**src/design/ffmp_pkg.sv**
```systemverilog
// Shared types, constants and helper functions of the fuse filter membership probe.
package ffmp_pkg;

  localparam int unsigned KEY_W   = 64;
  localparam int unsigned LEN_W   = 17;
  localparam int unsigned IDX_W   = 16;
  localparam int unsigned FP_W    = 8;
  localparam int unsigned SLOT_W  = 32;
  localparam int unsigned HALF_W  = 32;
  localparam int unsigned CIDX_W  = 2;

  // Finaliser mix constants and shift distances.
  localparam logic [KEY_W-1:0] MIX_C1 = 64'hff51afd7ed558ccd;
  localparam logic [KEY_W-1:0] MIX_C2 = 64'hc4ceb9fe1a85ec53;
  localparam int unsigned MIX_SHIFT  = 33;
  localparam int unsigned SLOT_SHIFT = 18;

  // Configuration register indexes.
  localparam logic [CIDX_W-1:0] CFG_SEED     = 2'd0;
  localparam logic [CIDX_W-1:0] CFG_SEG_LEN  = 2'd1;
  localparam logic [CIDX_W-1:0] CFG_SEG_SPAN = 2'd2;
  localparam logic [CIDX_W-1:0] CFG_TBL_LEN  = 2'd3;

  // Input item kinds.
  localparam logic MODE_WRITE = 1'b0;
  localparam logic MODE_PROBE = 1'b1;

  typedef struct packed {
    logic [KEY_W-1:0] seed;
    logic [LEN_W-1:0] seg_len;
    logic [LEN_W-1:0] seg_span;
    logic [LEN_W-1:0] tbl_len;
  } cfg_t;

  typedef struct packed {
    logic [HALF_W-1:0] a;
    logic [HALF_W-1:0] b;
  } mul_op_t;

  // Folds the low 32 bits of the hash down to the 8-bit fingerprint.
  function automatic logic [FP_W-1:0] fold_byte(input logic [KEY_W-1:0] h);
    return h[7:0] ^ h[15:8] ^ h[23:16] ^ h[31:24];
  endfunction

  // One xor-shift step of the finaliser.
  function automatic logic [KEY_W-1:0] xor_shift(input logic [KEY_W-1:0] v);
    return v ^ (v >> MIX_SHIFT);
  endfunction

endpackage

```
**src/design/ffmp_mul.sv**
```systemverilog
// Shared 32 by 32 bit unsigned multiplier with a registered product.
module ffmp_mul (
  input  logic                          clk,
  input  ffmp_pkg::mul_op_t             op,
  output logic [2*ffmp_pkg::HALF_W-1:0] prod
);

  logic [2*ffmp_pkg::HALF_W-1:0] prod_r;

  always_ff @(posedge clk) begin
    prod_r <= 64'(op.a) * 64'(op.b);
  end

  assign prod = prod_r;

endmodule

```
**config.mk**
```make
export PLATFORM = sky130hd
export DESIGN_NAME = ffmp_mul
export DESIGN_NICKNAME = d
export VERILOG_FILES = /design/src/design/ffmp_pkg.sv /design/src/design/ffmp_mul.sv
export SDC_FILE = /design/constraint.sdc
export NUM_CORES = 2
export LEC_CHECK = 0
export CAP_MARGIN = 10
export CORE_MARGIN = 2
export CORE_UTILIZATION = 55
export DETAILED_ROUTE_END_ITERATION = 12
export DONT_BUFFER_PORTS = 1
export PLACE_DENSITY = 0.74
export SETUP_SLACK_MARGIN = 0.15
export SYNTH_ARGS = -nofsm -noshare
export SYNTH_HDL_FRONTEND = slang
export SYNTH_SLANG_ARGS = --single-unit
```
**constraint.sdc**
```tcl
create_clock -name clk -period 11.46 [get_ports clk]
set_clock_uncertainty 0.05 [all_clocks]
set_input_delay 1.146 -clock clk [delete_from_list [all_inputs] [get_ports clk]]
set_output_delay 1.146 -clock clk [all_outputs]
set_load 0.01 [all_outputs]
```
* Word level (Yosys, flattened, before mapping)
Cells that the tools add are included.
** Word-level totals
- Bits in registers :: 64
- Bits in latches :: 0
- Bits in writable memories :: 0
- ROM bits :: 0
- Input bits :: 65
- Output and inout port bits :: 64
- Word-level logic and storage cells :: 2
- Memories :: 0
** Operators by class
- $add $sub $neg :: 0
- Multiply operators :: 1
- Divide/modulo/power cells :: 0
- Magnitude comparators :: 0
- Equality and inequality tests :: 0
- Shifts and indexed selects :: 0
- Mux-type cells :: 0
- Bitwise operators :: 0
- Reduce and logical (&&, ||, !) cells :: 0
** Operators by type and width (count)
- 32-bit by 32-bit multiplier with 64-bit output :: 1

* Depth between registers and ports, before layout
- Depth in word-level cells :: 1
- Depth in mapped cells :: 29
- Gate-level depth less buffers :: 27

* Worst setup path before layout
OpenSTA, ideal clock, no wires.
- Kind :: input port to flip-flop
- Start :: input op[57] in the netlist's numbering
- End :: register prod_r (netlist bit prod[62])
- Setup time :: 0.072 ns
- Arrival :: 7.827 ns
- Required time :: 11.338 ns
- Setup slack :: 3.511 ns
- Stages :: 25
- Buffers on the path :: 2
- Cells stage by stage :: clkbuf_1 nand2_1 fa_1 inv_1 fa_1 inv_1 fa_1 inv_1 fa_1 fa_1 fa_1 fa_1 inv_1 fa_1 inv_1 ha_1 buf_2 nand4_1 or4_1 or3_1 a31oi_1 a31o_2 a211oi_1 o21ai_1 xor2_1
** Between the ends
- Longest elaborated chain between the ends :: 1
** RTL lines
- from (decl) :: line ffmp_mul.sv:4 : input ffmp_pkg::mul_op_t op,
- 32-bit by 32-bit multiplier with 64-bit output :: line ffmp_mul.sv:11 : prod_r <= 64'(op.a) * 64'(op.b);
- to (signal assigned) :: line ffmp_mul.sv:11
- to (decl) :: line ffmp_mul.sv:8 : logic [2*ffmp_pkg::HALF_W-1:0] prod_r;
Every way passes these cells.

* Worst setup path in the final report
Ends and elaborated chain as after synthesis.

==> out/qor.yml <==
outcome:
  status: "complete, no violations"
synthesis:
  synthTopCellsByCount: "fa_1, inv_1, and2_1"
  synth_edf_count: 0
  syn_nets: 4972
  ys.flop_type: "dfxtp_1"
  yosys.area.top_type: "fa_1"
  syn_avg_cell_area_um2: 9.252
  synth_area_mm2: 0.03468
  synth_cell_types: 57
  syn_inst: 3748
  synth_most_common_cell: "fa_1"
  synth_top_area_share_pct: 51.73
  yosys_warnings: 0
  synthTopCellsByArea: "fa_1, and2_1, ha_1, inv_1, nand2_1"
  ys_seq_area_share_pct: 3.695
  yosys_register_bits: 64
  ys_async_sr_fraction_pct: 0
global_routing:
  grt_pass1_vias: 27230
  grt_first_pass_wirelength_um: 146300
  grt_overflow: 0
  antenna_found_initial: 0
  grt_max_degree: 33
  grt_use_total_pct: 29.44
placement:
  place_inst: 4374
  dp_hpwl_um: 71370
  port_buffers: 0
  finalWeightedCongestion: 0.9095
drt:
  viasPerCell: 5.549
  drt-initial-drc-count: 1309
  final_antenna_net_count: 0
  wl_per_cell_um: 20.49
  drt-total-wl_um: 89940
  vias: 24360
  firstDrtPassIters: 7
  drc_errors: 0
setup_path:
  max_stage_delay_ns: 0.61
  path_buf_inv: 5
  cp_slowest_cell: "fa_1"
  path_cells: "nand2_1 -> fa_1 -> inv_1 -> fa_1 -> inv_1 -> fa_1 -> inv_1 -> fa_1 -> fa_1 -> fa_1 -> fa_1 -> inv_1 -> fa_1 -> inv_1 -> ha_1 -> nand4_1 -> or4_1 -> or3_1 -> a31oi_1 -> a31o_2 -> a211oi_1 -> o21ai_1 -> xor2_1"
  end_kind: "flip-flop"
  critPathKind: "input port to flip-flop"
  crit_path_frequent_cell: "fa_1"
  worstPathRequired_ns: 11.68
  critPathTopFamily: "adder cells"
  cp_data_arrival_time_ns: 8.36
  cp-start-kind: "input port"
  crit_fanout: 32
floorplan:
  pin_count: 129
  die_y_um: 255.1
  die-area_mm2: 0.06507
  rows: 92
  start_util_pct: 55.27
  die_w_um: 255.1
  core_area_mm2: 0.06274
run:
  drv_cap: 0
worst_hold_path:
  hold_class: "input port to flip-flop"
  hold_depth: 1
  worstHoldEndpoint: "prod[0]"
  min-delay-start: "op[0]"
cts:
  cts_resized: 0
  cts-root-buf: "clkbuf_16"
  clk_pin_slew_worst_paths_ns: 0.06
  htree_levels: 3
  cts_hold_buf: 0
  postCtsSetupBuffers: 0
  cts_sinks: 64
  cts_tree: "done"
  clockBufferDepth: 2
  cts_buffers: 9
cells_and_area:
  syn_to_final_growth_pct: 1.494
  largest_reg_flops: 64
  final_nets: 4763
  fin_cells: 4390
  antenna-diode-count: 0
  layout-drive-gt1-share_pct: 0.9312
timing:
  hold_violations: 0
  fmax_mhz: 122.8
  slew_headroom_pct: 48.25
  worstMarginPinSlew_ns: 0.7711
  fin_crit_ns: 8.142
  maxSlewViolCount: 0
  timing.final.crit_share_pct: 71.05
  setup_tns_ns: 0
  finalSetupViolations: 0
  rsz0062_at_grt: "false"
cell usage in the layout (no fill, tap or decap), types with 5 or more instances in the layout:
| master | count |
|---|---|
| xnor2_1 | 35 |
| nor2_1 | 20 |
| and2_1 | 602 |
| a21oi_1 | 63 |
| a21o_1 | 40 |
| o21ai_0 | 21 |
| o21ai_1 | 5 |
| nand4_1 | 23 |
| dfxtp_1 | 64 |
| inv_1 | 865 |
| xor2_1 | 25 |
| a31oi_1 | 12 |
| clkbuf_16 | 9 |
| fa_1 | 896 |
| ha_1 | 263 |
| nand3_1 | 10 |
| o21bai_1 | 10 |
| nor3_1 | 7 |
| and3_1 | 14 |
| nand2_1 | 480 |
| o21a_1 | 9 |
stage by stage:
stage	hold WS [ns]	utilization [%]	setup WS [ns]	area (um^2)
5_1_grt	0.8671	56.10	2.958	35190
3_3_place_gp	1.237	55.63	3.114	34900
2_1_floorplan	1.223	-	3.511	34680
3_5_place_dp	1.235	55.63	3.067	34900
4_1_cts	0.8775	56.10	3.415	35190
6_report	0.8819	56.10	3.318	35190
worst max path at each step:
stage	start	endpoint	slack, ns	cells after the start
floorplan	op[57]	prod[62]	3.51	25
global placement	op[42]	prod[62]	3.11	22
detailed placement	op[56]	prod[62]	3.07	22
CTS	op[56]	prod[62]	3.41	22
global route	op[58]	prod[62]	2.96	24
finish	op[57]	prod[62]	3.32	23
cells by family after synthesis:
logic type                 Yosys count  share of synthesized area (%)
AOI/OAI and AO/OA                  202                          4.153
and+or+nand+nor                   1177                          17.62
DFF                                 64                          3.695
adders and majority gates         1159                          61.22
xor gates and xnor gates            60                          1.515
muxes                                1                        0.02887
buffers and inverters             1085                          11.77
area by class of cell:
class	count	area, um^2
Clock inverter	5	40.04
Tap cell	846	1059
Fill cell	5566	27540
Multi-Input combinational cell	2599	29310
Sequential cell	64	1281
Inverter	865	3247
Clock buffer	11	252.7
layer usage:
metal	vias up	GRT usage, %	wire length (um)
li1	10410	-	-
met1	12700	34.30	32110
met2	943	51.72	45770
met3	314	4.719	5805
met4	0	16.71	6246
met5	-	0	0
Power is left out: the tool's default activity adds up to more than one toggle a clock period on the data nets, which glitch-free logic cannot reach.
