`config.mk`:
```
export PLATFORM = sky130hd
export DESIGN_NAME = ffmp_ctrl
export DESIGN_NICKNAME = d
export VERILOG_FILES = /design/src/design/ffmp_pkg.sv /design/src/design/ffmp_ctrl.sv
export SDC_FILE = /design/constraint.sdc
export NUM_CORES = 1
export LEC_CHECK = 0
export BUFFER_PORTS_ARGS = -buffer_cell sky130_fd_sc_hd__buf_2
export CAP_MARGIN = 20
export CORE_MARGIN = 2
export CORE_UTILIZATION = 45
export DETAILED_ROUTE_END_ITERATION = 12
export HOLD_SLACK_MARGIN = 0.15
export PLACE_DENSITY = 0.66
export SLEW_MARGIN = 40
export SYNTH_ARGS = -nofsm -noshare
export SYNTH_HDL_FRONTEND = slang
export SYNTH_SLANG_ARGS = --single-unit
```
`constraint.sdc`:
```
create_clock -name clk -period 9.7 [get_ports clk]
set_clock_uncertainty 0.1 [all_clocks]
set_input_delay 0.97 -clock clk [delete_from_list [all_inputs] [get_ports clk]]
set_output_delay 0.97 -clock clk [all_outputs]
set_load 0.02 [all_outputs]
```
`src/design/ffmp_pkg.sv`:
```
// Shared types, constants and helper functions of the fuse filter membership probe.
package ffmp_pkg;

  localparam int unsigned KEY_W   = 64;
  localparam int unsigned LEN_W   = 17;
  localparam int unsigned IDX_W   = 16;
  localparam int unsigned FP_W    = 8;
  localparam int unsigned SLOT_W  = 32;
  localparam int unsigned HALF_W  = 32;
  localparam int unsigned CIDX_W  = 2;

  // Finaliser mix constants and shift distances.
  localparam logic [KEY_W-1:0] MIX_C1 = 64'hff51afd7ed558ccd;
  localparam logic [KEY_W-1:0] MIX_C2 = 64'hc4ceb9fe1a85ec53;
  localparam int unsigned MIX_SHIFT  = 33;
  localparam int unsigned SLOT_SHIFT = 18;

  // Configuration register indexes.
  localparam logic [CIDX_W-1:0] CFG_SEED     = 2'd0;
  localparam logic [CIDX_W-1:0] CFG_SEG_LEN  = 2'd1;
  localparam logic [CIDX_W-1:0] CFG_SEG_SPAN = 2'd2;
  localparam logic [CIDX_W-1:0] CFG_TBL_LEN  = 2'd3;

  // Input item kinds.
  localparam logic MODE_WRITE = 1'b0;
  localparam logic MODE_PROBE = 1'b1;

  typedef struct packed {
    logic [KEY_W-1:0] seed;
    logic [LEN_W-1:0] seg_len;
    logic [LEN_W-1:0] seg_span;
    logic [LEN_W-1:0] tbl_len;
  } cfg_t;

  typedef struct packed {
    logic [HALF_W-1:0] a;
    logic [HALF_W-1:0] b;
  } mul_op_t;

  // Folds the low 32 bits of the hash down to the 8-bit fingerprint.
  function automatic logic [FP_W-1:0] fold_byte(input logic [KEY_W-1:0] h);
    return h[7:0] ^ h[15:8] ^ h[23:16] ^ h[31:24];
  endfunction

  // One xor-shift step of the finaliser.
  function automatic logic [KEY_W-1:0] xor_shift(input logic [KEY_W-1:0] v);
    return v ^ (v >> MIX_SHIFT);
  endfunction

endpackage

```
`src/design/ffmp_ctrl.sv`:
```
// Probe sequencer: table writes, hash mix, slot derivation, table reads and result register.
module ffmp_ctrl #(
  parameter int unsigned TABLE_DEPTH = 65536,
  parameter int unsigned ADDR_W      = 16
) (
  input  logic                            clk,
  input  logic                            rst_n,
  input  ffmp_pkg::cfg_t                  cfg,
  input  logic                            in_tvalid,
  output logic                            in_tready,
  input  logic                            in_mode,
  input  logic [ffmp_pkg::IDX_W-1:0]      in_index,
  input  logic [ffmp_pkg::FP_W-1:0]       in_value,
  input  logic [ffmp_pkg::KEY_W-1:0]      in_key,
  output logic                            out_tvalid,
  input  logic                            out_tready,
  output logic                            out_present,
  output ffmp_pkg::mul_op_t               mul_op,
  input  logic [2*ffmp_pkg::HALF_W-1:0]   mul_prod,
  output logic                            ram_we,
  output logic [ADDR_W-1:0]               ram_addr,
  output logic [ffmp_pkg::FP_W-1:0]       ram_wdata,
  input  logic [ffmp_pkg::FP_W-1:0]       ram_rdata
);

  localparam int unsigned ST_W = 4;
  localparam logic [ST_W-1:0] S_IDLE = 4'd0;
  localparam logic [ST_W-1:0] S_XS   = 4'd1;
  localparam logic [ST_W-1:0] S_M0   = 4'd2;
  localparam logic [ST_W-1:0] S_M1   = 4'd3;
  localparam logic [ST_W-1:0] S_M2   = 4'd4;
  localparam logic [ST_W-1:0] S_M3   = 4'd5;
  localparam logic [ST_W-1:0] S_H0   = 4'd6;
  localparam logic [ST_W-1:0] S_H1   = 4'd7;
  localparam logic [ST_W-1:0] S_H2   = 4'd8;
  localparam logic [ST_W-1:0] S_SLOT = 4'd9;
  localparam logic [ST_W-1:0] S_RD0  = 4'd10;
  localparam logic [ST_W-1:0] S_RD1  = 4'd11;
  localparam logic [ST_W-1:0] S_RD2  = 4'd12;
  localparam logic [ST_W-1:0] S_RD3  = 4'd13;
  localparam logic [ST_W-1:0] S_FIN  = 4'd14;

  localparam int unsigned KW = ffmp_pkg::KEY_W;
  localparam int unsigned HW = ffmp_pkg::HALF_W;
  localparam int unsigned SW = ffmp_pkg::SLOT_W;
  localparam logic [SW:0] DEPTH_X = (SW+1)'(TABLE_DEPTH);

  logic [ST_W-1:0]             state_r, state_nxt;
  logic                        round_r, round_nxt;
  logic [KW-1:0]               h_r, h_nxt;
  logic [KW-1:0]               acc_r, acc_nxt;
  logic [SW-1:0]               s0_r, s0_nxt;
  logic [SW-1:0]               s1_r, s1_nxt;
  logic [SW-1:0]               s2_r, s2_nxt;
  logic                        ok_r, ok_nxt;
  logic [ffmp_pkg::FP_W-1:0]   fp_r, fp_nxt;
  logic                        res_r, res_nxt;
  logic                        out_valid_r, out_valid_nxt;
  logic                        present_r, present_nxt;

  logic [KW-1:0]               mix_c;
  logic [KW-1:0]               mix_sum;
  logic [KW-1:0]               hi_sum;
  logic [SW-1:0]               seg_len_w;
  logic [SW-1:0]               seg_mask;
  logic [SW-1:0]               wr_idx_w;
  logic [HW-1:0]               span_w;

  // A slot is usable only below both the configured length and the physical depth.
  function automatic logic slot_ok(input logic [SW-1:0] s, input logic [SW-1:0] len);
    return (s < len) && ({1'b0, s} < DEPTH_X);
  endfunction

  assign mix_c     = round_r ? ffmp_pkg::MIX_C2 : ffmp_pkg::MIX_C1;
  assign mix_sum   = {acc_r[KW-1:HW] + mul_prod[HW-1:0], acc_r[HW-1:0]};
  assign hi_sum    = acc_r + mul_prod;
  assign seg_len_w = SW'(cfg.seg_len);
  assign seg_mask  = seg_len_w - SW'(1);
  assign wr_idx_w  = SW'(in_index);
  assign span_w    = HW'(cfg.seg_span);

  always_comb begin
    state_nxt     = state_r;
    round_nxt     = round_r;
    h_nxt         = h_r;
    acc_nxt       = acc_r;
    s0_nxt        = s0_r;
    s1_nxt        = s1_r;
    s2_nxt        = s2_r;
    ok_nxt        = ok_r;
    fp_nxt        = fp_r;
    res_nxt       = res_r;
    present_nxt   = present_r;
    out_valid_nxt = out_valid_r && !out_tready;
    in_tready     = 1'b0;
    mul_op.a      = h_r[HW-1:0];
    mul_op.b      = mix_c[HW-1:0];
    ram_we        = 1'b0;
    ram_addr      = wr_idx_w[ADDR_W-1:0];
    ram_wdata     = in_value;

    unique case (state_r)
      S_IDLE: begin
        in_tready = 1'b1;
        if (in_tvalid) begin
          if (in_mode == ffmp_pkg::MODE_PROBE) begin
            h_nxt     = in_key + cfg.seed;
            state_nxt = S_XS;
          end else begin
            ram_we = ({1'b0, wr_idx_w} < DEPTH_X);
          end
        end
      end
      S_XS: begin
        h_nxt     = ffmp_pkg::xor_shift(h_r);
        round_nxt = 1'b0;
        state_nxt = S_M0;
      end
      S_M0: begin
        mul_op.a  = h_r[HW-1:0];
        mul_op.b  = mix_c[HW-1:0];
        state_nxt = S_M1;
      end
      S_M1: begin
        acc_nxt   = mul_prod;
        mul_op.a  = h_r[KW-1:HW];
        mul_op.b  = mix_c[HW-1:0];
        state_nxt = S_M2;
      end
      S_M2: begin
        acc_nxt   = mix_sum;
        mul_op.a  = h_r[HW-1:0];
        mul_op.b  = mix_c[KW-1:HW];
        state_nxt = S_M3;
      end
      S_M3: begin
        h_nxt = ffmp_pkg::xor_shift(mix_sum);
        if (round_r) begin
          round_nxt = 1'b0;
          state_nxt = S_H0;
        end else begin
          round_nxt = 1'b1;
          state_nxt = S_M0;
        end
      end
      S_H0: begin
        mul_op.a  = h_r[HW-1:0];
        mul_op.b  = span_w;
        state_nxt = S_H1;
      end
      S_H1: begin
        acc_nxt   = {{HW{1'b0}}, mul_prod[KW-1:HW]};
        mul_op.a  = h_r[KW-1:HW];
        mul_op.b  = span_w;
        state_nxt = S_H2;
      end
      S_H2: begin
        s0_nxt    = hi_sum[KW-1:HW];
        state_nxt = S_SLOT;
      end
      S_SLOT: begin
        s1_nxt    = (s0_r + seg_len_w) ^ (h_r[ffmp_pkg::SLOT_SHIFT +: SW] & seg_mask);
        s2_nxt    = (s0_r + (seg_len_w << 1)) ^ (h_r[SW-1:0] & seg_mask);
        state_nxt = S_RD0;
      end
      S_RD0: begin
        ram_addr  = s0_r[ADDR_W-1:0];
        ok_nxt    = slot_ok(s0_r, SW'(cfg.tbl_len));
        state_nxt = S_RD1;
      end
      S_RD1: begin
        ram_addr  = s1_r[ADDR_W-1:0];
        fp_nxt    = ram_rdata;
        ok_nxt    = ok_r && slot_ok(s1_r, SW'(cfg.tbl_len));
        state_nxt = S_RD2;
      end
      S_RD2: begin
        ram_addr  = s2_r[ADDR_W-1:0];
        fp_nxt    = fp_r ^ ram_rdata;
        ok_nxt    = ok_r && slot_ok(s2_r, SW'(cfg.tbl_len));
        state_nxt = S_RD3;
      end
      S_RD3: begin
        ram_addr  = s2_r[ADDR_W-1:0];
        res_nxt   = ok_r && ((fp_r ^ ram_rdata) == ffmp_pkg::fold_byte(h_r));
        state_nxt = S_FIN;
      end
      S_FIN: begin
        if (!out_valid_r || out_tready) begin
          out_valid_nxt = 1'b1;
          present_nxt   = res_r;
          state_nxt     = S_IDLE;
        end
      end
      default: begin
        state_nxt = S_IDLE;
      end
    endcase
  end

  always_ff @(posedge clk) begin
    if (!rst_n) begin
      state_r     <= S_IDLE;
      round_r     <= 1'b0;
      out_valid_r <= 1'b0;
    end else begin
      state_r     <= state_nxt;
      round_r     <= round_nxt;
      out_valid_r <= out_valid_nxt;
    end
  end

  always_ff @(posedge clk) begin
    h_r       <= h_nxt;
    acc_r     <= acc_nxt;
    s0_r      <= s0_nxt;
    s1_r      <= s1_nxt;
    s2_r      <= s2_nxt;
    ok_r      <= ok_nxt;
    fp_r      <= fp_nxt;
    res_r     <= res_nxt;
    present_r <= present_nxt;
  end

  assign out_tvalid  = out_valid_r;
  assign out_present = present_r;

endmodule

```
## Word-level counts from Yosys, hierarchy flattened

Cells that the tools add are included.

- Add/sub/neg operators: 6
- $mul: 0
- Div/mod/pow operators: 0
- $lt $le $gt $ge: 7
- Equality and inequality tests: 18
- Shift-type cells: 0
- Multiplexer cells: 22
- Bitwise operators: 11
- Reductions and logical operators: 22

Operators with widths:

| operator | count |
|---|---|
| one-hot mux 64 bit (3 select lines) | 2 |
| one-hot mux 64 bit (4 select lines) | 1 |
| adder 64 bit | 2 |
| 2-to-1 mux 64 bit | 2 |
| bitwise XOR 64 x 31 -> 64 bit | 2 |
| less-than comparator 32 x 17 -> 1 bit | 3 |
| less-than comparator 32 x 17 -> 1 bit (second input constant) | 3 |
| bitwise AND 32 bit | 2 |
| bitwise XOR 32 bit | 2 |
| 2-to-1 mux 62 bit | 1 |
| one-hot mux 4 bit (15 select lines) | 1 |
| one-hot mux 16 bit (3 select lines) | 1 |
| adder 32 x 17 -> 32 bit | 1 |
| adder 32 x 18 -> 32 bit | 1 |
| adder 32 bit | 1 |
| bitwise XOR 8 bit | 4 |
| == test 4 bit (second input constant) | 7 |
| subtractor 17 x 1 -> 18 bit (second input constant) | 1 |
| less-than comparator 16 x 17 -> 1 bit (second input constant) | 1 |
| == test 4 x 3 -> 1 bit (second input constant) | 4 |
| one-hot mux 8 bit (2 select lines) | 1 |
| 2-to-1 mux 4 bit | 3 |
| nonzero test 3 bit | 3 |
| == test 4 x 2 -> 1 bit (second input constant) | 2 |
| 16 further kinds | 35 |

- Flip-flop bits (word level): 241
- Latch bits: 0
- Memory bits (writable): 0
- ROM bits: 0
- Input port bits: 280
- Output and inout bits: 92
- Logic and storage cells: 99
- Memories: 0

## Longest topological paths before layout

Gate-level depths: netlist of the first run.

- Depth after elaboration: 5
- Gate-level depth with buffers: 14
- Gate-level depth less buffers: 14

## Worst setup path before layout of the first run

Ideal clock, no wire load.

- Path kind: register to register
- Start point: register state_r[1]
- End point: register h_r[31] (enable)
- Setup time: 506 ps
- Arrival time: 4357 ps
- Slack: 4737 ps
- Stages on the path, launching flop included: 6
- Cell sequence: dfxtp_1 nand2b_1 clkbuf_1 nor3_1 clkbuf_1 nor4_1

- Cells in the longest elaborated chain, start to end: 3
- Elaborated cells on any way between the ends: 7

RTL lines:

| element | line | RTL |
|---|---|---|
| start: declaration | ffmp_ctrl.sv:48 | `logic [ST_W-1:0] state_r, state_nxt;` |
| start signal: assignment | ffmp_ctrl.sv:207 | `state_r <= state_nxt;` |
| == test 4 x 3 -> 1 bit (tied with other cells) | ffmp_ctrl.sv:102 | `unique case (state_r)` |
| nonzero test 3 bit (no source line) or != test 2 bit (tied branches) | n/a |  |
| AND reduction 3 bit (no source line) * | n/a |  |
| end signal: assignment | ffmp_ctrl.sv:214 | `h_r <= h_nxt;` |
| end: declaration | ffmp_ctrl.sv:50 | `logic [KW-1:0] h_r, h_nxt;` |

Every way passes the cells marked *; elsewhere a longest branch is shown, timed or not.
A chain may end at the register's enable or synchronous reset.

## Worst setup path after layout of the first run

- Start point: register state_r[3]
- End point: output port ram_addr[12]

- Cells in the longest elaborated chain, start to end: 3
- Elaborated cells on any way between the ends: 6

RTL lines:

| element | line | RTL |
|---|---|---|
| == test 4 bit | ffmp_ctrl.sv:102 |  |
| OR reduction 2 bit (no source line) | n/a |  |
| one-hot mux 16 bit (3 select lines) * | ffmp_ctrl.sv:102 |  |
| end: declaration | ffmp_ctrl.sv:21 | `output logic [ADDR_W-1:0] ram_addr,` |

Marks and branches as above.

==> results.py, run 1 <==
metrics = {
    "run_status": {
        "status": "completed",
    },
    "layout": {
        "syn2layout_area_growth_pct": 14.9,
        "layout-drive-gt1-share": 0.177,
        "diodes": 0,
        "fill_cells": 4668,
        "finalCoreUtilization": 0.522,
        "fin_nets": 3283,
    },
    "cts": {
        "cts_resized": 0,
        "cts_buffers": 30,
        "post_cts_buffers": 0,
        "clockRootBuffer": "clkbuf_16",
        "tritoncts": "built",
        "clock_path_buffers": 3,
        "clkTransAtPathRegs_ps": 60,
        "cts_max_level": 1,
        "cts.sinks": 241,
        "clock_latency_ps": 590,
        "ctsHoldBuffers": 0,
    },
    "sta": {
        "post-route-min-period_ps": 4460,
        "rsz0062_at_grt": "false",
        "tightestPinTransition_ps": 862,
        "finalHoldViolations": 0,
        "setup_ws_ps": 5240,
        "relSlewSlack": 0.420,
        "setup_tns_ps": 0,
        "fmaxAchievable_mhz": 224,
        "setup_viol": 0,
        "finalCritPeriodShare": 0.459,
        "slew_viol_final": 0,
    },
    "placed_design": {
        "io_buffers": 354,
        "place_ws_ps": 5080,
        "globalplace.congestion": 0.972,
        "place.detailed.hpwl_mm": 70.8,
    },
    "detailed_routing": {
        "vias": 21100,
        "drtPass1Iterations": 8,
        "viasPerCell": 6.09,
        "ant_nets": 0,
        "avgRoutedWirePerCell_um": 25.0,
        "finalWirelength_mm": 86.3,
        "drt_iter0_drc": 1975,
        "drc": 0,
    },
    "floorplanning": {
        "core_sq_mm": 0.0501,
        "die_area_sq_mm": 0.0524,
        "rows": 82,
        "die_width_um": 229,
        "floorplan.die.height_um": 229,
        "initial_core_util": 0.454,
        "ios": 372,
    },
    "worst_setup_path": {
        "crit_path_end_kind": "output pin",
        "startpoint_type": "flop",
        "max_stage_delay_ps": 710,
        "worstPathRequired_ps": 8630,
        "path_class": "flop to output pin",
        "cp.arrival_ps": 3390,
        "cp_max_fo": 27,
        "path_cells": "nand2_1 -> nor2_2 -> or3_1 -> or2_2 -> nor2_1 -> a21oi_1 -> buf_2",
        "worst_path_max_delay_cell": "nor2_2",
    },
    "global_route": {
        "grtUsageTotal": 0.317,
        "grt_pass1_wl_mm": 127,
        "grt_max_degree": 65,
        "grt-ovfl-total": 0,
        "grt_pass1_vias": 20600,
        "antenna_found_initial": 2,
    },
    "power": {
        "ir_drop_v": 0.000136,
        "power_leakage_nw": 10.8,
        "finalPower_w": 0.00359,
        "power_density_mw_per_mm2": 137,
    },
    "logic_synthesis": {
        "ys_ff_latch": 241,
        "synth_fp_nets": 2973,
        "yosysWarnings": 0,
        "async_flop_share": 0,
        "synth_edf_count": 235,
        "syn_avg_cell_area_sq_um": 9.28,
        "syn_area_sq_mm": 0.0227,
        "yosysMostFrequentCell": "xnor2_1",
        "synth_cell_types": 86,
        "yosys-top-cells-count": "xnor2_1, ha_1, nand2_1",
        "synth_top_cell_by_area": "edfxtp_1",
        "synthCells": 2450,
        "synth_seq_area_share": 0.316,
        "synth-main-ff-cell": "edfxtp_1",
        "yosys-top-cells-area": "edfxtp_1, ha_1, xnor2_1",
        "synth_top_area_frac": 0.310,
    },
    "flow_run": {
        "drv_cap": 0,
    },
    "hold_path": {
        "hp-class": "flop to flop",
    },
}
per-layer routing:
| metal | GRT usage | up-vias | wire, um |
|---|---|---|---|
| li1 | - | 9766 | - |
| met1 | 0.403 | 10100 | 35000 |
| met4 | 0.151 | 0 | 4640 |
| met5 | 0 | - | 0 |
| met2 | 0.537 | 963 | 40400 |
| met3 | 0.0392 | 182 | 6230 |
placed cells by master (no fill, tap or decap), types with 28 or more instances in the layout:
master     count
buf_2        354
and3_1        28
clkbuf_16     30
inv_1         78
nand2_1      237
ha_1         239
o21ai_0      151
nand3_1       55
nand2b_1      39
xnor2_1      261
nand4_1       33
a21oi_1      186
mux2_2        32
a21o_1        97
edfxtp_1     235
nor2_1       108
nor3_1        29
a22o_1        63
xor2_1       103
state kept, by name (all words and copies together), names as in the netlist:
register / count
s1_r: 32
ok_r: 1
round_r: 1
fp_r: 8
out_present: 1
h_r: 64
res_r: 1
out_tvalid: 1
s0_r: 32
s2_r: 32
state_r: 4
acc_r: 64
metrics by stage:
stage | cell area (sq um) | hold WS [ps] | instances
2_1_floorplan | 22700 | 300 | 2450
3_3_place_gp | 25100 | 305 | 3399
3_5_place_dp | 25100 | 316 | 3400
4_1_cts | 26100 | 331 | 3456
5_1_grt | 26100 | 339 | 3456
6_report | 26100 | 330 | 3456
area by class of cell:
| cell class | instances | area (sq um) | share of cell area |
|---|---|---|---|
| Clock inverter | 21 | 219 | 0.00838 |
| Timing Repair Buffer | 370 | 1900 | 0.0729 |
| Sequential cell | 241 | 7180 | 0.275 |
| Clock buffer | 35 | 769 | 0.0294 |
| Inverter | 78 | 293 | 0.0112 |
| Multi-Input combinational cell | 2039 | 14900 | 0.571 |
| Tap cell | 672 | 841 | 0.0322 |
critical path: cells and delay by family (launching register included):
kind,cells,cell delay [ps]
simple gates,5,1760
flops,1,680
buf+inv,1,190
compound gates,1,150
final timing paths:
| check | start | to | slack, ps | depth (start not counted) |
|---|---|---|---|---|
| setup / recovery | state_r[3] | ram_addr[12] | 5240 | 7 |
| hold / removal | res_r | out_present | 330 | 0 |
| setup reg to reg | acc_r[32] | h_r[29] | 5710 | 13 |
| hold reg to reg | res_r | out_present | 330 | 0 |
where the power goes:
| group | leakage, nW | switching [W] | internal (W) | total [W] |
|---|---|---|---|---|
| clock | 0.484 | 0.000475 | 0.000672 | 0.00115 |
| sequential | 2.20 | 0.000109 | 0.00123 | 0.00134 |
| combinational | 8.13 | 0.000658 | 0.000445 | 0.00110 |
| total | 10.8 | 0.00124 | 0.00235 | 0.00359 |
logic make-up (layout without fill, tap and decap cells):
group | count (synthesis) | count (layout) | share of synthesized area
compound gates | 747 | 747 | 0.222
simple gates | 649 | 649 | 0.138
xor+xnor | 365 | 365 | 0.141
fa+ha+maj | 243 | 243 | 0.135
flops | 241 | 241 | 0.316
buf+inv | 170 | 504 | 0.0316
mux | 34 | 34 | 0.0167
other cells | 1 | 1 | 0.000165
No activity file was read; power rests on OpenSTA's default activity.
==> run 2: changes to the inputs <==
--- a/config.mk
+++ b/config.mk
@@ -11,7 +11,7 @@
 export CORE_UTILIZATION = 45
 export DETAILED_ROUTE_END_ITERATION = 12
 export HOLD_SLACK_MARGIN = 0.15
-export PLACE_DENSITY = 0.66
+export PLACE_DENSITY = 0.68
 export SLEW_MARGIN = 40
 export SYNTH_ARGS = -nofsm -noshare
 export SYNTH_HDL_FRONTEND = slang
==> constraint.sdc (replaced) <==
create_clock -name clk -period 3.9 [get_ports clk]
set_clock_uncertainty 0.1 [all_clocks]
set_input_delay 0.39 -clock clk [delete_from_list [all_inputs] [get_ports clk]]
set_output_delay 0.39 -clock clk [all_outputs]
set_load 0.02 [all_outputs]
==> run 2 against run 1 <==
Net effect: worst hold slack worse by 110 ps; global-route usage increased by 0.13 points; sequential power grew 150%; core utilization is 2.3 points higher; sequential share of layout area shrank 1.2 points; combinational power increased to 2.6 times the previous value; final cell count increased by 3.5%; clock power grew 130%; critical endpoint is now s0_r[31]; via count rose by 2.9%.
==> results.py, run 2 (synthesized netlist as in run 1, its figures left out) <==
metrics = {
    "power": {
        "finalPower_w": 0.00887,
        "ir_drop_v": 0.000366,
        "power_leakage_nw": 11.3,
        "power_density_mw_per_mm2": 325,
    },
    "floorplanning": {
        "rows": 82,
        "floorplan.die.height_um": 229,
        "die_area_sq_mm": 0.0524,
        "die_width_um": 229,
        "ios": 372,
        "core_sq_mm": 0.0501,
        "initial_core_util": 0.454,
    },
    "layout": {
        "reg_top3": "acc_r (64), h_r (64)",
        "layout_common_cells": "buf_2, xnor2_1, ha_1",
        "diodes": 0,
        "finalCoreUtilization": 0.545,
        "fin_nets": 3408,
        "layout_commonest_cell": "buf_2",
        "final_cell_area_sq_mm": 0.0273,
        "final_cells": 3576,
        "layout-drive-gt1-share": 0.184,
        "syn2layout_area_growth_pct": 20.0,
    },
    "global_route": {
        "grt-ovfl-total": 0,
        "grt_pass1_wl_mm": 128,
        "grtUsageTotal": 0.319,
        "antenna_found_initial": 1,
        "grt_pass1_vias": 21100,
        "grt_max_degree": 65,
    },
    "worst_setup_path": {
        "critPathBufInv": 2,
        "startpoint_type": "input port",
        "cp.arrival_ps": 3990,
        "path_cells": "dlygate4sd3_1 -> buf_2 -> ha_1 -> a211oi_1 -> o21ai_0 -> a221oi_2 -> a21oi_1 -> a41o_2 -> o211ai_4 -> o21ai_2 -> a21oi_2 -> o31ai_1 -> or4_1 -> and3_1",
        "path_class": "input port to flop",
        "crit_path_end_kind": "flop",
        "cp_top_family": "compound AO/OA/AOI/OAI gates",
        "max_stage_delay_ps": 530,
        "cp_max_fo": 4,
        "worst_path_max_delay_cell": "dlygate4sd3_1",
        "worstPathRequired_ps": 4130,
    },
    "cts": {
        "tritoncts": "built",
        "cts.sinks": 241,
        "clkTransAtPathRegs_ps": 60,
        "clockRootBuffer": "clkbuf_16",
        "cts_buffers": 28,
        "cts_max_level": 1,
        "clock_path_buffers": 3,
        "clock_latency_ps": 590,
    },
    "sta": {
        "hold_ws_ps": 225,
        "finalCritPeriodShare": 0.963,
        "setup_viol": 0,
        "slew_viol_final": 0,
        "tightestPinTransition_ps": 925,
        "relSlewSlack": 0.379,
        "finalHoldViolations": 0,
        "post-route-min-period_ps": 3750,
        "fmaxAchievable_mhz": 266,
    },
    "hold_path": {
        "hp-class": "input port to flop",
    },
    "placed_design": {
        "place.detailed.hpwl_mm": 70.0,
        "dp.cells": 3437,
        "place_area_sq_mm": 0.0254,
        "globalplace.congestion": 1.03,
        "io_buffers": 354,
    },
    "detailed_routing": {
        "drtPass1Iterations": 7,
        "drt_iter0_drc": 2006,
        "drc": 0,
        "vias": 21700,
        "ant_nets": 0,
        "finalWirelength_mm": 86.5,
        "avgRoutedWirePerCell_um": 24.2,
        "viasPerCell": 6.06,
    },
    "run_status": {
        "status": "completed",
    },
    "flow_run": {
        "drv_cap": 0,
    },
}
==> run 2: cell type report <==
class / count / area, sq um
clock buffer: 32 / 716
clock inverter: 17 / 176
timing repair buffer: 497 / 3100
multi-input combinational: 2039 / 15000
inverter: 78 / 293
sequential: 241 / 7180
tap: 672 / 841
fill: 4558 / 22800
==> run 2: worst paths after layout <==
check,slack [ps],cells after the start,startpoint,to
setup / recovery,150,14,mul_prod[28],s0_r[31]
hold / removal,220,3,cfg[34],s2_r[1]
setup reg to reg,160,12,acc_r[40],h_r[30]
hold reg to reg,320,0,res_r,out_present
==> run 2: power by group <==
group          switching (W)  internal, W
sequential          0.000256      0.00306
combinational        0.00169      0.00121
clock                0.00114      0.00151
total                0.00308      0.00578
==> run 2: timing repair <==
action | 4_1_cts | 5_1_grt
resized for setup | 0 | 11
hold endpoints to repair | 78 | 0
buffers inserted | 0 | 1
setup endpoints to repair | 0 | 15
hold buffers | 89 | 0
==> run 2: per-stage QoR <==
| stage | setup slack, ps | setup TNS, ps |
|---|---|---|
| 6_report | 145 | 0 |
| 5_1_grt | -24.9 | -24.9 |
| 4_1_cts | 79.4 | 0 |
| 3_5_place_dp | -33.4 | -33.4 |
| 3_3_place_gp | 23.5 | 0 |
| 2_1_floorplan | 290 | 0 |
==> run 2: worst register-to-register path, delay by kind of cell, from the launching register on <==
family	cells	cell delay [ps]
AO/OA/AOI/OAI	8	1850
XOR/XNOR	2	500
flip-flops	1	490
adder cells (fa/ha/maj)	1	430
AND/OR/NAND/NOR	1	90
==> run 2: per-layer routing <==
metal,up-vias,global-route usage,share of wire
met5,-,0,0
met1,10400,0.408,0.41
met2,1009,0.525,0.46
met3,197,0.0424,0.073
li1,10000,-,-
met4,0,0.168,0.062
==> run 3: changes to the inputs <==
--- a/config.mk
+++ b/config.mk
@@ -6,12 +6,11 @@
 export NUM_CORES = 1
 export LEC_CHECK = 0
 export BUFFER_PORTS_ARGS = -buffer_cell sky130_fd_sc_hd__buf_2
-export CAP_MARGIN = 20
 export CORE_MARGIN = 2
-export CORE_UTILIZATION = 45
+export CORE_UTILIZATION = 50
 export DETAILED_ROUTE_END_ITERATION = 12
 export HOLD_SLACK_MARGIN = 0.15
-export PLACE_DENSITY = 0.68
+export PLACE_DENSITY = 0.75
 export SLEW_MARGIN = 40
 export SYNTH_ARGS = -nofsm -noshare
 export SYNTH_HDL_FRONTEND = slang
==> run 3 against run 2 <==
Net effect: die area is 9.8% lower; first-iteration DRC count is 17% higher; combinational power hardly changed; total power is 1.6% lower; via count rose by 0.53%; register-to-register slack worse by 40 ps; sequential cell count did not move; sequential power is essentially flat; core utilization rose by 5.4 points; non-clock buffer count decreased by 8; fmax down 0.68%.
==> results.py, run 3 (synthesized netlist as in run 1, its figures left out) <==
metrics = {
    "run_status": {
        "status": "completed",
    },
    "worst_setup_path": {
        "cp_max_fo": 3,
        "critPathBufInv": 0,
        "startpoint_type": "flop",
        "path_class": "flop to flop",
        "max_stage_delay_ps": 410,
        "cp.arrival_ps": 3940,
        "worst_path_max_delay_cell": "fa_1",
        "crit_path_end_kind": "flop",
        "critPathMostFrequentCell": "a21o_1",
        "cp_top_family": "compound AO/OA/AOI/OAI gates",
        "path_cells": "ha_2 -> fa_1 -> a21o_1 -> a211o_1 -> a21o_1 -> a211oi_4 -> a21oi_2 -> o211ai_2 -> nor2_1 -> or2_2 -> xor2_2 -> xnor2_1 -> o221ai_1",
        "worstPathRequired_ps": 4060,
    },
    "sta": {
        "finalCritPeriodShare": 0.969,
        "post-route-min-period_ps": 3780,
        "setup_viol": 0,
        "hold_ws_ps": 160,
        "relSlewSlack": 0.398,
        "slew_viol_final": 0,
        "fmaxAchievable_mhz": 265,
        "tightestPinTransition_ps": 903,
        "finalHoldViolations": 0,
    },
    "global_route": {
        "grt_max_degree": 65,
        "grt_pass1_wl_mm": 126,
        "grt_pass1_vias": 21200,
        "antenna_found_initial": 1,
        "grtUsageTotal": 0.350,
        "grt-ovfl-total": 0,
    },
    "detailed_routing": {
        "avgRoutedWirePerCell_um": 24.3,
        "finalWirelength_mm": 84.9,
        "drt_iter0_drc": 2357,
        "drtPass1Iterations": 10,
        "viasPerCell": 6.23,
        "ant_nets": 0,
        "drc": 0,
        "vias": 21800,
    },
    "layout": {
        "layout_common_cells": "buf_2, xnor2_1, ha_1",
        "layout-drive-gt1-share": 0.182,
        "syn2layout_area_growth_pct": 19.0,
        "final_cell_area_sq_mm": 0.0271,
        "diodes": 0,
        "layout_commonest_cell": "buf_2",
        "fin_nets": 3401,
        "reg_top3": "acc_r (64), h_r (64)",
    },
    "cts": {
        "clock_latency_ps": 580,
        "cts.sinks": 241,
        "clock_path_buffers": 3,
        "clkTransAtPathRegs_ps": 60,
        "cts_buffers": 29,
        "tritoncts": "built",
        "clockRootBuffer": "clkbuf_16",
        "cts_max_level": 1,
    },
    "floorplanning": {
        "ios": 372,
        "die_width_um": 217,
        "core_sq_mm": 0.0452,
        "die_area_sq_mm": 0.0472,
        "initial_core_util": 0.503,
        "rows": 78,
        "floorplan.die.height_um": 217,
    },
    "power": {
        "power_leakage_nw": 11.3,
        "finalPower_w": 0.00873,
        "ir_drop_v": 0.000357,
        "power_density_mw_per_mm2": 323,
    },
    "placed_design": {
        "place.detailed.hpwl_mm": 68.0,
        "io_buffers": 354,
        "globalplace.congestion": 0.995,
        "place_area_sq_mm": 0.0253,
    },
    "hold_path": {
        "hp-class": "input port to flop",
    },
    "flow_run": {
        "drv_cap": 0,
    },
}
-- run 3: timing repair --
item	CTS	global route
hold endpoints to repair	77	0
setup buffers	0	1
setup endpoints to repair	0	22
hold buffers	83	0
resized for setup	0	11
-- run 3: cell type report --
type / instances / area [sq um]
inverters: 78 / 293
clock inverters: 13 / 87.6
repair buffers: 489 / 3010
flip-flops and latches: 241 / 7180
fillers: 3886 / 18100
well taps: 600 / 751
clock buffers: 36 / 752
multi-input cells: 2039 / 15000
-- run 3: layer usage --
metal	wire length (um)	global-route usage	up-vias
met5	0	0	-
met4	5700	0.195	0
met3	6950	0.0474	236
met2	39100	0.580	1270
met1	33200	0.440	10300
li1	-	-	10000
-- run 3: through the flow --
stage          utilization  setup TNS (ps)  std cells  setup WS [ps]
2_1_floorplan            -               0       2450            290
3_3_place_gp         0.560           -41.8       3362          -41.8
3_5_place_dp         0.560           -82.4       3363          -77.3
4_1_cts              0.597               0       3495           28.1
5_1_grt              0.599            -104       3496          -56.1
6_report             0.599               0       3496            119
-- run 3: path summary, 6_finish.rpt --
| path | startpoint | end | slack, ps | cells after the start |
|---|---|---|---|---|
| worst max-delay path | acc_r[32] | h_r[23] | 120 | 13 |
| worst min register to register | res_r | out_present | 330 | 0 |
| worst max register to register | acc_r[32] | h_r[23] | 120 | 13 |
| worst min-delay path | mul_prod[51] | acc_r[19] | 160 | 2 |
-- run 3: report_power, final --
part	switching, W	internal, W	total [W]
clock network	0.00111	0.00141	0.00252
logic	0.00168	0.00121	0.00289
registers	0.000255	0.00306	0.00332
